### src/rtl/core/gdnc_pkg.sv
`default_nettype none

package gdnc_pkg;

    typedef struct packed {
        logic        func;
        logic [13:0] year_in;
        logic [3:0]  month_in;
        logic [4:0]  day_in;
        logic [22:0] day_number_in;
    } t_req;

    typedef struct packed {
        logic [22:0] day_number_out;
        logic [13:0] year_out;
        logic [3:0]  month_out;
        logic [4:0]  day_out;
        logic        out_of_range;
    } t_rsp;

    // register stages from request to result, output register included
    localparam int unsigned STG_N = 7;

    localparam logic        FUNC_TO_JDN  = 1'b0;

    localparam logic [22:0] JDN_MIN      = 23'd1721060;
    localparam logic [22:0] JDN_MAX      = 23'd5373484;
    localparam logic [12:0] YEAR_BIAS    = 13'd4800;
    localparam logic [14:0] JDN_BIAS     = 15'd32045;
    localparam logic [14:0] A_BIAS       = 15'd32044;
    localparam logic [8:0]  DAYS_YEAR    = 9'd365;
    localparam logic [17:0] DAYS_400Y    = 18'd146097;
    localparam logic [10:0] DAYS_4Y      = 11'd1461;
    localparam logic [6:0]  YEARS_CENT   = 7'd100;

    // reciprocal multipliers, exact over the operand ranges in use
    localparam int unsigned Y100_SH = 22;
    localparam int unsigned B_SH    = 43;
    localparam int unsigned D_SH    = 29;
    localparam int unsigned M_SH    = 19;

    localparam logic [15:0] K_Y100 = 16'(((64'd1 << Y100_SH) + 64'd99) / 64'd100);
    localparam logic [25:0] K_B    = 26'(((64'd1 << B_SH) + 64'd146096) / 64'd146097);
    localparam logic [18:0] K_D    = 19'(((64'd1 << D_SH) + 64'd1460) / 64'd1461);
    localparam logic [11:0] K_M    = 12'(((64'd1 << M_SH) + 64'd152) / 64'd153);

    // days before the start of march-based month m, (153m + 2) / 5
    function automatic logic [8:0] f_mtab(input logic [3:0] m);
        logic [8:0] v;
        case (m)
            4'd0:    v = 9'd0;
            4'd1:    v = 9'd31;
            4'd2:    v = 9'd61;
            4'd3:    v = 9'd92;
            4'd4:    v = 9'd122;
            4'd5:    v = 9'd153;
            4'd6:    v = 9'd184;
            4'd7:    v = 9'd214;
            4'd8:    v = 9'd245;
            4'd9:    v = 9'd275;
            4'd10:   v = 9'd306;
            4'd11:   v = 9'd337;
            4'd12:   v = 9'd367;
            default: v = 9'd0;
        endcase
        return v;
    endfunction

endpackage

`default_nettype wire

### src/rtl/core/gregorian_day_number_convert_unit.sv
// Gregorian date <-> Julian day number converter.
// Request channel: i_valid / o_stall with payload i_req. func = 0 turns
// year_in, month_in and day_in into day_number_out; func = 1 turns
// day_number_in into year_out, month_out and day_out. A day number outside
// 1721060..5373484 returns out_of_range with a zero date.
// Result channel: o_valid / i_stall with payload o_rsp, one result per
// request, in request order.
// Seven register stages carry a request to o_valid, the first loaded at
// the accepting edge, the longest chain being the reciprocal multiplies of
// the day number path. One request is taken every cycle while o_stall is
// low. Each stage has its own valid bit and only holds while it is full
// and the stage after it holds, so a stall on i_stall first fills the
// empty stages and raises o_stall only once all seven are occupied.
// A stalled result stays unchanged on o_rsp.
// Synchronous reset (i_rst_n low) empties the pipeline; no state survives
// between requests.
`default_nettype none

module gregorian_day_number_convert_unit import gdnc_pkg::*; (
    input  logic i_clk,
    input  logic i_rst_n,
    input  logic i_valid,
    output logic o_stall,
    input  t_req i_req,
    output logic o_valid,
    input  logic i_stall,
    output t_rsp o_rsp
);

    logic [STG_N:1]   adv;
    logic [STG_N:1]   r_vld;
    logic [STG_N-1:1] r_func;
    logic [STG_N-1:1] r_oor;
    t_rsp             r_rsp;
    t_rsp             n_rsp;

    logic             oor_in;
    logic [22:0]      jdn_res;
    logic [13:0]      year_res;
    logic [3:0]       month_res;
    logic [4:0]       day_res;

    always_comb begin
        adv[STG_N] = !r_vld[STG_N] || !i_stall;
        for (int k = STG_N - 1; k >= 1; k--) begin
            adv[k] = !r_vld[k] || adv[k+1];
        end
    end

    assign o_stall = !adv[1];
    assign o_valid = r_vld[STG_N];
    assign o_rsp   = r_rsp;
    assign oor_in  = (i_req.day_number_in < JDN_MIN) || (i_req.day_number_in > JDN_MAX);

    gdnc_to_jdn u_to_jdn (
        .i_clk   (i_clk),
        .i_adv   (adv[STG_N-1:1]),
        .i_year  (i_req.year_in),
        .i_month (i_req.month_in),
        .i_day   (i_req.day_in),
        .o_jdn   (jdn_res)
    );

    gdnc_to_date u_to_date (
        .i_clk   (i_clk),
        .i_adv   (adv[STG_N-1:1]),
        .i_jdn   (i_req.day_number_in),
        .o_year  (year_res),
        .o_month (month_res),
        .o_day   (day_res)
    );

    always_comb begin
        n_rsp = '0;
        if (r_func[STG_N-1] == FUNC_TO_JDN) begin
            n_rsp.day_number_out = jdn_res;
        end else if (r_oor[STG_N-1]) begin
            n_rsp.out_of_range = 1'b1;
        end else begin
            n_rsp.year_out  = year_res;
            n_rsp.month_out = month_res;
            n_rsp.day_out   = day_res;
        end
    end

    always_ff @(posedge i_clk) begin
        if (!i_rst_n) begin
            r_vld <= '0;
        end else begin
            if (adv[1]) begin
                r_vld[1] <= i_valid;
            end
            for (int k = 2; k <= STG_N; k++) begin
                if (adv[k]) begin
                    r_vld[k] <= r_vld[k-1];
                end
            end
        end
    end

    always_ff @(posedge i_clk) begin
        if (adv[1]) begin
            r_func[1] <= i_req.func;
            r_oor[1]  <= oor_in;
        end
        for (int k = 2; k <= STG_N - 1; k++) begin
            if (adv[k]) begin
                r_func[k] <= r_func[k-1];
                r_oor[k]  <= r_oor[k-1];
            end
        end
        if (adv[STG_N]) begin
            r_rsp <= n_rsp;
        end
    end

    a_oor_zero_date: assert property (@(posedge i_clk) disable iff (!i_rst_n)
        (o_valid && o_rsp.out_of_range) |->
        (o_rsp.year_out == '0 && o_rsp.month_out == '0 && o_rsp.day_out == '0
         && o_rsp.day_number_out == '0))
        else $error("range error result carries a date");

    a_stall_when_full: assert property (@(posedge i_clk) disable iff (!i_rst_n)
        o_stall |-> (&r_vld && i_stall))
        else $error("request stalled with room in the pipeline");

    a_no_lost_item: assert property (@(posedge i_clk) disable iff (!i_rst_n)
        (r_vld[1] && adv[2]) |=> r_vld[2])
        else $error("request dropped between stages");

    a_no_phantom: assert property (@(posedge i_clk) disable iff (!i_rst_n)
        (!r_vld[STG_N-1] && adv[STG_N]) |=> !o_valid)
        else $error("result raised from an empty stage");

endmodule

`default_nettype wire

### src/rtl/core/gdnc_to_jdn.sv
`default_nettype none

module gdnc_to_jdn import gdnc_pkg::*; (
    input  logic              i_clk,
    input  logic [STG_N-2:0]  i_adv,
    input  logic [13:0]       i_year,
    input  logic [3:0]        i_month,
    input  logic [4:0]        i_day,
    output logic [22:0]       o_jdn
);

    logic        lo_feb;
    logic [14:0] n_y;
    logic [3:0]  n_m;
    logic [8:0]  q100;
    logic [24:0] sum;

    logic [14:0] r1_y;
    logic [8:0]  r1_t;
    logic [4:0]  r1_day;

    logic [23:0] r2_y365;
    logic [30:0] r2_yp;
    logic [14:0] r2_y;
    logic [8:0]  r2_t;
    logic [4:0]  r2_day;

    logic [22:0] r3_jdn;
    logic [22:0] r4_jdn;
    logic [22:0] r5_jdn;
    logic [22:0] r6_jdn;

    always_comb begin
        lo_feb = (i_month <= 4'd2);
        n_y    = 15'(i_year) + 15'(YEAR_BIAS) - 15'(lo_feb);
        n_m    = lo_feb ? (i_month + 4'd9) : (i_month - 4'd3);
        q100   = r2_yp[30:Y100_SH];
        sum    = 25'(r2_y365) + 25'(r2_y[14:2]) + 25'(q100[8:2]) + 25'(r2_t)
               + 25'(r2_day) - 25'(q100) - 25'(JDN_BIAS);
    end

    always_ff @(posedge i_clk) begin
        if (i_adv[0]) begin
            r1_y   <= n_y;
            r1_t   <= f_mtab(n_m);
            r1_day <= i_day;
        end
        if (i_adv[1]) begin
            r2_y365 <= r1_y * DAYS_YEAR;
            r2_yp   <= r1_y * K_Y100;
            r2_y    <= r1_y;
            r2_t    <= r1_t;
            r2_day  <= r1_day;
        end
        if (i_adv[2]) begin
            r3_jdn <= sum[22:0];
        end
        if (i_adv[3]) begin
            r4_jdn <= r3_jdn;
        end
        if (i_adv[4]) begin
            r5_jdn <= r4_jdn;
        end
        if (i_adv[5]) begin
            r6_jdn <= r5_jdn;
        end
    end

    assign o_jdn = r6_jdn;

endmodule

`default_nettype wire

### src/rtl/core/gdnc_to_date.sv
`default_nettype none

module gdnc_to_date import gdnc_pkg::*; (
    input  logic              i_clk,
    input  logic [STG_N-2:0]  i_adv,
    input  logic [22:0]       i_jdn,
    output logic [13:0]       o_year,
    output logic [3:0]        o_month,
    output logic [4:0]        o_day
);

    logic [23:0] n_a;
    logic [8:0]  b;
    logic [26:0] bb;
    logic [24:0] c_full;
    logic [7:0]  d;
    logic [18:0] dd;
    logic [15:0] e_full;
    logic [11:0] ex;
    logic [3:0]  m;
    logic        m10;
    logic [16:0] yr;

    logic [23:0] r1_a;

    logic [51:0] r2_bp;
    logic [23:0] r2_a;

    logic [8:0]  r3_b;
    logic [15:0] r3_c;

    logic [36:0] r4_dp;
    logic [8:0]  r4_b;
    logic [15:0] r4_c;

    logic [8:0]  r5_b;
    logic [7:0]  r5_d;
    logic [8:0]  r5_e;

    logic [23:0] r6_mp;
    logic [8:0]  r6_b;
    logic [7:0]  r6_d;
    logic [8:0]  r6_e;

    always_comb begin
        n_a    = 24'(i_jdn) + 24'(A_BIAS);
        b      = r2_bp[51:B_SH];
        bb     = b * DAYS_400Y;
        c_full = 25'(r2_a) - 25'(bb[26:2]);
        d      = r4_dp[36:D_SH];
        dd     = d * DAYS_4Y;
        e_full = r4_c - 16'(dd[18:2]);
        ex     = 12'(r5_e) * 12'd5 + 12'd2;
        m      = r6_mp[M_SH+3:M_SH];
        m10    = (m >= 4'd10);
        yr     = 17'(r6_b) * 17'(YEARS_CENT) + 17'(r6_d) + 17'(m10) - 17'(YEAR_BIAS);
        o_year  = yr[13:0];
        o_month = m10 ? (m - 4'd9) : (m + 4'd3);
        o_day   = 5'(r6_e + 9'd1 - f_mtab(m));
    end

    always_ff @(posedge i_clk) begin
        if (i_adv[0]) begin
            r1_a <= n_a;
        end
        if (i_adv[1]) begin
            r2_bp <= {r1_a, 2'b11} * K_B;
            r2_a  <= r1_a;
        end
        if (i_adv[2]) begin
            r3_b <= b;
            r3_c <= c_full[15:0];
        end
        if (i_adv[3]) begin
            r4_dp <= {r3_c, 2'b11} * K_D;
            r4_b  <= r3_b;
            r4_c  <= r3_c;
        end
        if (i_adv[4]) begin
            r5_b <= r4_b;
            r5_d <= d;
            r5_e <= e_full[8:0];
        end
        if (i_adv[5]) begin
            r6_mp <= ex * K_M;
            r6_b  <= r5_b;
            r6_d  <= r5_d;
            r6_e  <= r5_e;
        end
    end

endmodule

`default_nettype wire

### config.mk
export PLATFORM = sky130hd
export DESIGN_NAME = gregorian_day_number_convert_unit
export DESIGN_NICKNAME = d
export VERILOG_FILES = /design/src/rtl/core/gdnc_pkg.sv /design/src/rtl/core/gregorian_day_number_convert_unit.sv /design/src/rtl/core/gdnc_to_jdn.sv /design/src/rtl/core/gdnc_to_date.sv
export SDC_FILE = /design/constraint.sdc
export NUM_CORES = 2
export LEC_CHECK = 0
export ABC_AREA = 1
export BUFFER_PORTS_ARGS = -buffer_cell sky130_fd_sc_hd__buf_2
export CAP_MARGIN = 20
export CORE_MARGIN = 2
export CORE_UTILIZATION = 44
export DETAILED_ROUTE_END_ITERATION = 8
export GPL_ROUTABILITY_DRIVEN = 0
export PLACE_DENSITY = 0.74
export SKIP_LAST_GASP = 1
export SYNTH_ARGS = -nofsm -noshare
export SYNTH_HDL_FRONTEND = slang
export SYNTH_SLANG_ARGS = --single-unit
### constraint.sdc
create_clock -name i_clk -period 6.7 [get_ports i_clk]
set_input_delay 0 -clock i_clk [delete_from_list [all_inputs] [get_ports i_clk]]
set_output_delay 0 -clock i_clk [all_outputs]
set_load 0.02 [all_outputs]
=== Word level (Yosys, flattened, before mapping) ===
Memory sizes are Yosys's and may differ from the RTL's. A register that Yosys moved wholly into a read port is not among the register bits.
Index checks and enable logic that the tools add are counted.

* Output and inout bits: 49
* Input port bits: 51
* Bits in read-only memories: 288
* Flip-flop bits (word level): 499
* Memories kept: 2

* Bitwise operators: 1
* Multiply operators: 9
* Multiplexer cells: 4
* Reduce and logical (&&, ||, !) cells: 18
* Magnitude comparators: 4
* Add/sub/neg operators: 21

{| class="wikitable"
|+ Memories
! name !! words !! bits a word !! rd ports !! clocked after memory_dff !! write ports !! RTL line !! text
|-
| (name not given) || 16 || 9 || 1 || 1 || 0 || gdnc_pkg.sv:50 || <nowiki>case (m)</nowiki>
|-
| (name not given) || 16 || 9 || 1 || 1 || 0 || gdnc_pkg.sv:50 ||
|}

{| class="wikitable"
|+ Operators by type and width
! cell !! count
|-
| 26-bit by 24-bit multiplier with 50-bit output (second input constant) || 1
|-
| 18-bit by 19-bit multiplier with 37-bit output (second input constant) || 1
|-
| 15-bit by 13-bit multiplier with 28-bit output (second input constant) || 1
|-
| 23-bit by 15-bit adder with 24-bit output (second input constant) || 1
|-
| 23-bit by 13-bit adder with 23-bit output || 1
|-
| 23-bit by 5-bit adder with 23-bit output || 1
|-
| 23-bit by 7-bit adder with 23-bit output || 1
|-
| 23-bit by 9-bit adder with 23-bit output || 1
|-
| 23-bit > comparator (second input constant) || 1
|-
| 23-bit by 21-bit < comparator with 1-bit output (second input constant) || 1
|-
| 12-bit by 12-bit multiplier with 23-bit output (second input constant) || 1
|-
| 15-bit by 9-bit multiplier with 23-bit output (second input constant) || 1
|-
| 23-bit by 15-bit subtractor with 23-bit output (second input constant) || 1
|-
| 23-bit by 9-bit subtractor with 23-bit output || 1
|-
| 9-bit by 18-bit multiplier with 18-bit output (second input constant) || 1
|-
| 16-bit subtractor || 1
|-
| 14-bit by 13-bit adder with 15-bit output (second input constant) || 1
|-
| 15-bit by 1-bit subtractor with 15-bit output || 1
|-
| 14-bit by 1-bit adder with 14-bit output || 1
|-
| 14-bit by 8-bit adder with 14-bit output || 1
|-
| 14-bit by 13-bit subtractor with 14-bit output (second input constant) || 1
|-
| 12-bit by 2-bit adder with 12-bit output (second input constant) || 1
|-
| 9-bit by 3-bit multiplier with 12-bit output (second input constant) || 1
|-
| 9-bit by 5-bit multiplier with 12-bit output (second input constant) || 1
|-
| other kinds (16) || 33
|}

=== Depth between registers and ports, before layout ===
* Depth after elaboration: 9
* Mapped depth: 38

=== Cells and area by module ===
A second synthesis with hierarchy kept.

* Cells, all modules: 4993
* Area total of the unflattened synthesis: 48082.4 sq um

{| class="wikitable"
|+ By module, submodules not included
! module !! times used !! area an instance (sq um) !! cells an instance
|-
| gdnc_to_date || 1 || 30138.9 || 3254
|-
| gdnc_to_jdn || 1 || 15220.8 || 1477
|-
| gregorian_day_number_convert_unit || 1 || 2722.6 || 262
|}

=== Worst setup path after synthesis ===
No wires, ideal clock.

* Path kind: reg2reg
* Start point: register u_to_date.r5_e[1]
* End point: register with a tool-made name
* Slack: 0.519 ns
* Stages on the path, launching flop included: 37
* Clock period less this slack: 6.181 ns
* Buffers on the path: 0
* Data arrival time: 6.068 ns
* Required time: 6.588 ns
* Library setup time: 0.112 ns
* Cell sequence: edfxtp_1 ha_1 ha_1 inv_1 nor3_1 nand2_1 nand2_1 nand2_1 nand2_1 or2_2 nand2_1 inv_1 ha_1 inv_1 fa_1 inv_1 fa_1 fa_1 inv_1 fa_1 inv_1 ha_1 nand2_1 nand2_1 nand2_1 nand3_1 a211oi_1 nand2_1 xor2_1 nand2_1 nand2_1 inv_1 ha_1 nand3_1 nand2_1 nand2_1 nand2_1

{| class="wikitable"
|+ RTL lines
! element !! RTL line !! text
|-
| start: declaration || gdnc_to_date.sv:38 || <nowiki>logic [8:0] r5_e;</nowiki>
|-
| start signal: assignment || gdnc_to_date.sv:82 || <nowiki>r5_e <= e_full[8:0];</nowiki>
|}

==> summary.md <==
| Metric | Value |
|---|---|
| Layout Utilization | 0.486 |
| Yosys warns | 0 |
| Final cell count without fillers | 6462 |
| Cell total after placement | 6311 |
| Die width | 331 µm |
| Register-to-Register Path Depth | 34 |
| Drt pass-1 iters | 8 |
| Mapped Avg Cell Area | 9.84 µm² |
| DR vias/cell | 5.04 |
| Initial DRC Count | 1963 |
| CTS buffer count | 43 |
| DRC Markers | 0 |
| Min-Delay Path Depth | 4 |
| # diodes | 0 |
| Worst Hold Class | in -> reg |
| Slowest cell delay on critical path | 0.55 ns |
| Gr ovfl total | 0 |
| #FFs+latches synth | 403 |
| TNS Setup | 0 ns |
| Slowest cell on crit path | fa_1 |
| Largest net degree at the start of global routing | 57 |
| Longest Clk Path Bufs | 3 |
| CTS tree | yes |
| Critical Path Stages | 34 |
| Layout cell share with drive strength beyond 1 | 0.0506 |
| Final HPWL DP | 87400 µm |
| Worst path required time | 7.18 ns |
| Endpoint class of the critical path | register |
| Cell repeated most along the worst path | nand2_1 |
| Crit path max fanout | 4 |
| Number of synthesized flops with an enable pin | 391 |
| Total wire length | 104000 µm |
| Top FF cell, synth | edfxtp_1 |
| Die height | 331 µm |
| First-pass GRT wire length | 171000 µm |
| CP Launch Type | register |
| CTS sink cnt | 403 |
| Final ANT Viol Nets | 0 |
| Crit path kind | reg -> reg |
| Worst Skew | 0.0165 ns |
| F_max | 158 MHz |
| Max-slew violation count | 0 |
| Final setup fails | 0 |
| Status | finished clean |
| Tcrit/Tclk final | 0.942 |
| Root buffer cell | clkbuf_16 |
| Routed vias | 32600 |
| # H-tree levels | 2 |
| Port-buffer cells | 99 |
| Yosys cell types | 48 |
| Setup slack, reg-to-reg | 0.39 ns |
| Min Tclk post-route | 6.31 ns |
| Slew margin rel. | 0.344 |
| Initial Util | 0.442 |
| Vias in the first global route | 34400 |
| CP top delay family | adder cells |
| Critical Path AT | 6.79 ns |
| Cell taking the most area after synthesis | edfxtp_1 |
| Total track usage | 0.192 |
| Avg WL per Cell | 16.0 µm |
| Seq/Total Area, Yosys | 0.254 |
| Top cells by count, synth | inv_1 (1293), ha_1 (820), fa_1 (572) |
| Post-Synthesis Cells | 4788 |
| Mapped cell area | 47100 µm² |
| Setup Buffers After CTS | 0 |
| Asr flop ratio synth | 0 |
| Clock latency on the worst-skew pair | 0.59 ns |
| Area share of the largest cell type after synthesis | 0.249 |
| Rows | 120 |
| Die Area | 110000 µm² |
| Top post-synthesis cells by area | edfxtp_1 (25%), fa_1 (24%), ha_1 (22%) |
| Buf/Inv on CP | 6 |
| Most frequent cell after synthesis | inv_1 |
| Final hold violation count | 0 |
| P&R area growth vs syn | 9.99% |
| Max Cap Viol | 0 |
| Syn nets | 6231 |
| RSZ-0062 raised after global routing | false |
| Fin nets | 6471 |
| Initial antenna violation count | 1 |
| Core area | 107000 µm² |
| IO Count | 100 |
| Actual slew at the worst max-slew pin | 0.983 ns |
| Clock slew at reported path FFs | 0.06 ns |
metal layers:
layer / GRT usage / part of all wire / vias to the layer above
li1: - / - / 15700
met4: 0.0635 / 0.035 / 0
met3: 0.0277 / 0.060 / 238
met1: 0.246 / 0.42 / 15800
met2: 0.333 / 0.48 / 922
met5: 0 / 0 / -
layout by cell type, fill, tap and decap left out, types with 5 or more instances in the layout:
cell / n
o21ai_0: 127
o21bai_1: 18
a21oi_1: 221
buf_4: 26
o211ai_1: 10
nand2_2: 6
nor3_1: 39
bufinv_16: 5
a21boi_0: 8
o21a_1: 9
clkinv_2: 7
edfxtp_1: 391
a31oi_1: 25
nand4_1: 34
dlygate4sd3_1: 75
nand3_1: 107
a21o_1: 32
nor2_1: 239
xor2_1: 105
buf_2: 99
clkbuf_16: 43
o21ai_1: 11
or2_2: 11
nor2_2: 7
dfxtp_1: 12
o31ai_1: 11
a211oi_1: 6
fa_1: 572
clkbuf_1: 7
xnor2_1: 51
nand2_1: 564
nor4_1: 10
inv_1: 1290
ha_1: 816
inv_2: 8
per-stage QoR:
| stage | setup WS, ns | hold slack (ns) | instance area, µm² |
|---|---|---|---|
| global placement | 0.277 | 0.181 | 49600 |
| finish | 0.390 | 0.0362 | 51800 |
| floorplan | 0.519 | 0.0989 | 47100 |
| detailed placement | 0.235 | 0.186 | 49600 |
| global route | 0.0472 | 0.0775 | 51800 |
| CTS | 0.227 | 0.00321 | 51700 |
cells by family (layout without fill, tap and decap cells):
logic type,count (synthesis),after routing,synth area share
adder cells (fa/ha/maj),1392,1392,0.461
XOR/XNOR,158,158,0.0295
flip-flops,403,403,0.254
buffers and inverters,1305,1576,0.104
AND/OR/NAND/NOR,1035,1035,0.0920
AO/OA/AOI/OAI,495,495,0.0595
final timing paths:
kind	startpoint	to
min	i_req[38]	u_to_jdn.r1_y[6]
max reg2reg	u_to_date.r5_e[4]	register
min reg2reg	u_to_jdn.r3_jdn[14]	u_to_jdn.r4_jdn[14]
max	u_to_date.r5_e[4]	register
worst register-to-register path: cells and delay by family, from the launching register on:
kind	cells	cell delay [ns]
compound gates	2	0.39
fa+ha+maj	9	3.53
xor+xnor	1	0.15
flops	1	0.43
buf+inv	6	0.32
simple gates	16	1.42
registers in the layout, summed over array words and instances (netlist names), 15 cells and up, named ones only:
| name | count |
|---|---|
| o_rsp | 47 |
| u_to_date.r1_a | 24 |
| u_to_jdn.o_jdn | 23 |
| u_to_jdn.r3_jdn | 23 |
| u_to_jdn.r4_jdn | 23 |
| u_to_jdn.r5_jdn | 23 |
| u_to_jdn.r2_y365 | 21 |
| u_to_date.r2_a | 16 |
| u_to_date.r3_c | 16 |
| u_to_jdn.r1_y | 15 |
| u_to_jdn.r2_y | 15 |
what timing repair did:
| action | CTS | global route |
|---|---|---|
| gates resized for setup | 0 | 19 |
| endpoints found under the setup margin | 0 | 5 |
| hold buffers | 75 | 0 |
| endpoints found under the hold margin | 60 | 0 |
final cells by class:
class / count / area (µm²)
Clock buffer: 52 / 1130
Clock inverter: 24 / 307
Fill cell: 9547 / 54800
Inverter: 1300 / 4880
Multi-Input combinational cell: 3080 / 30300
Sequential cell: 403 / 12000
Tap cell: 1403 / 1760
Timing Repair Buffer: 200 / 1440
Power is not shown: default switching activity piles up to over one toggle a cycle in this logic, so the estimate is an artifact.
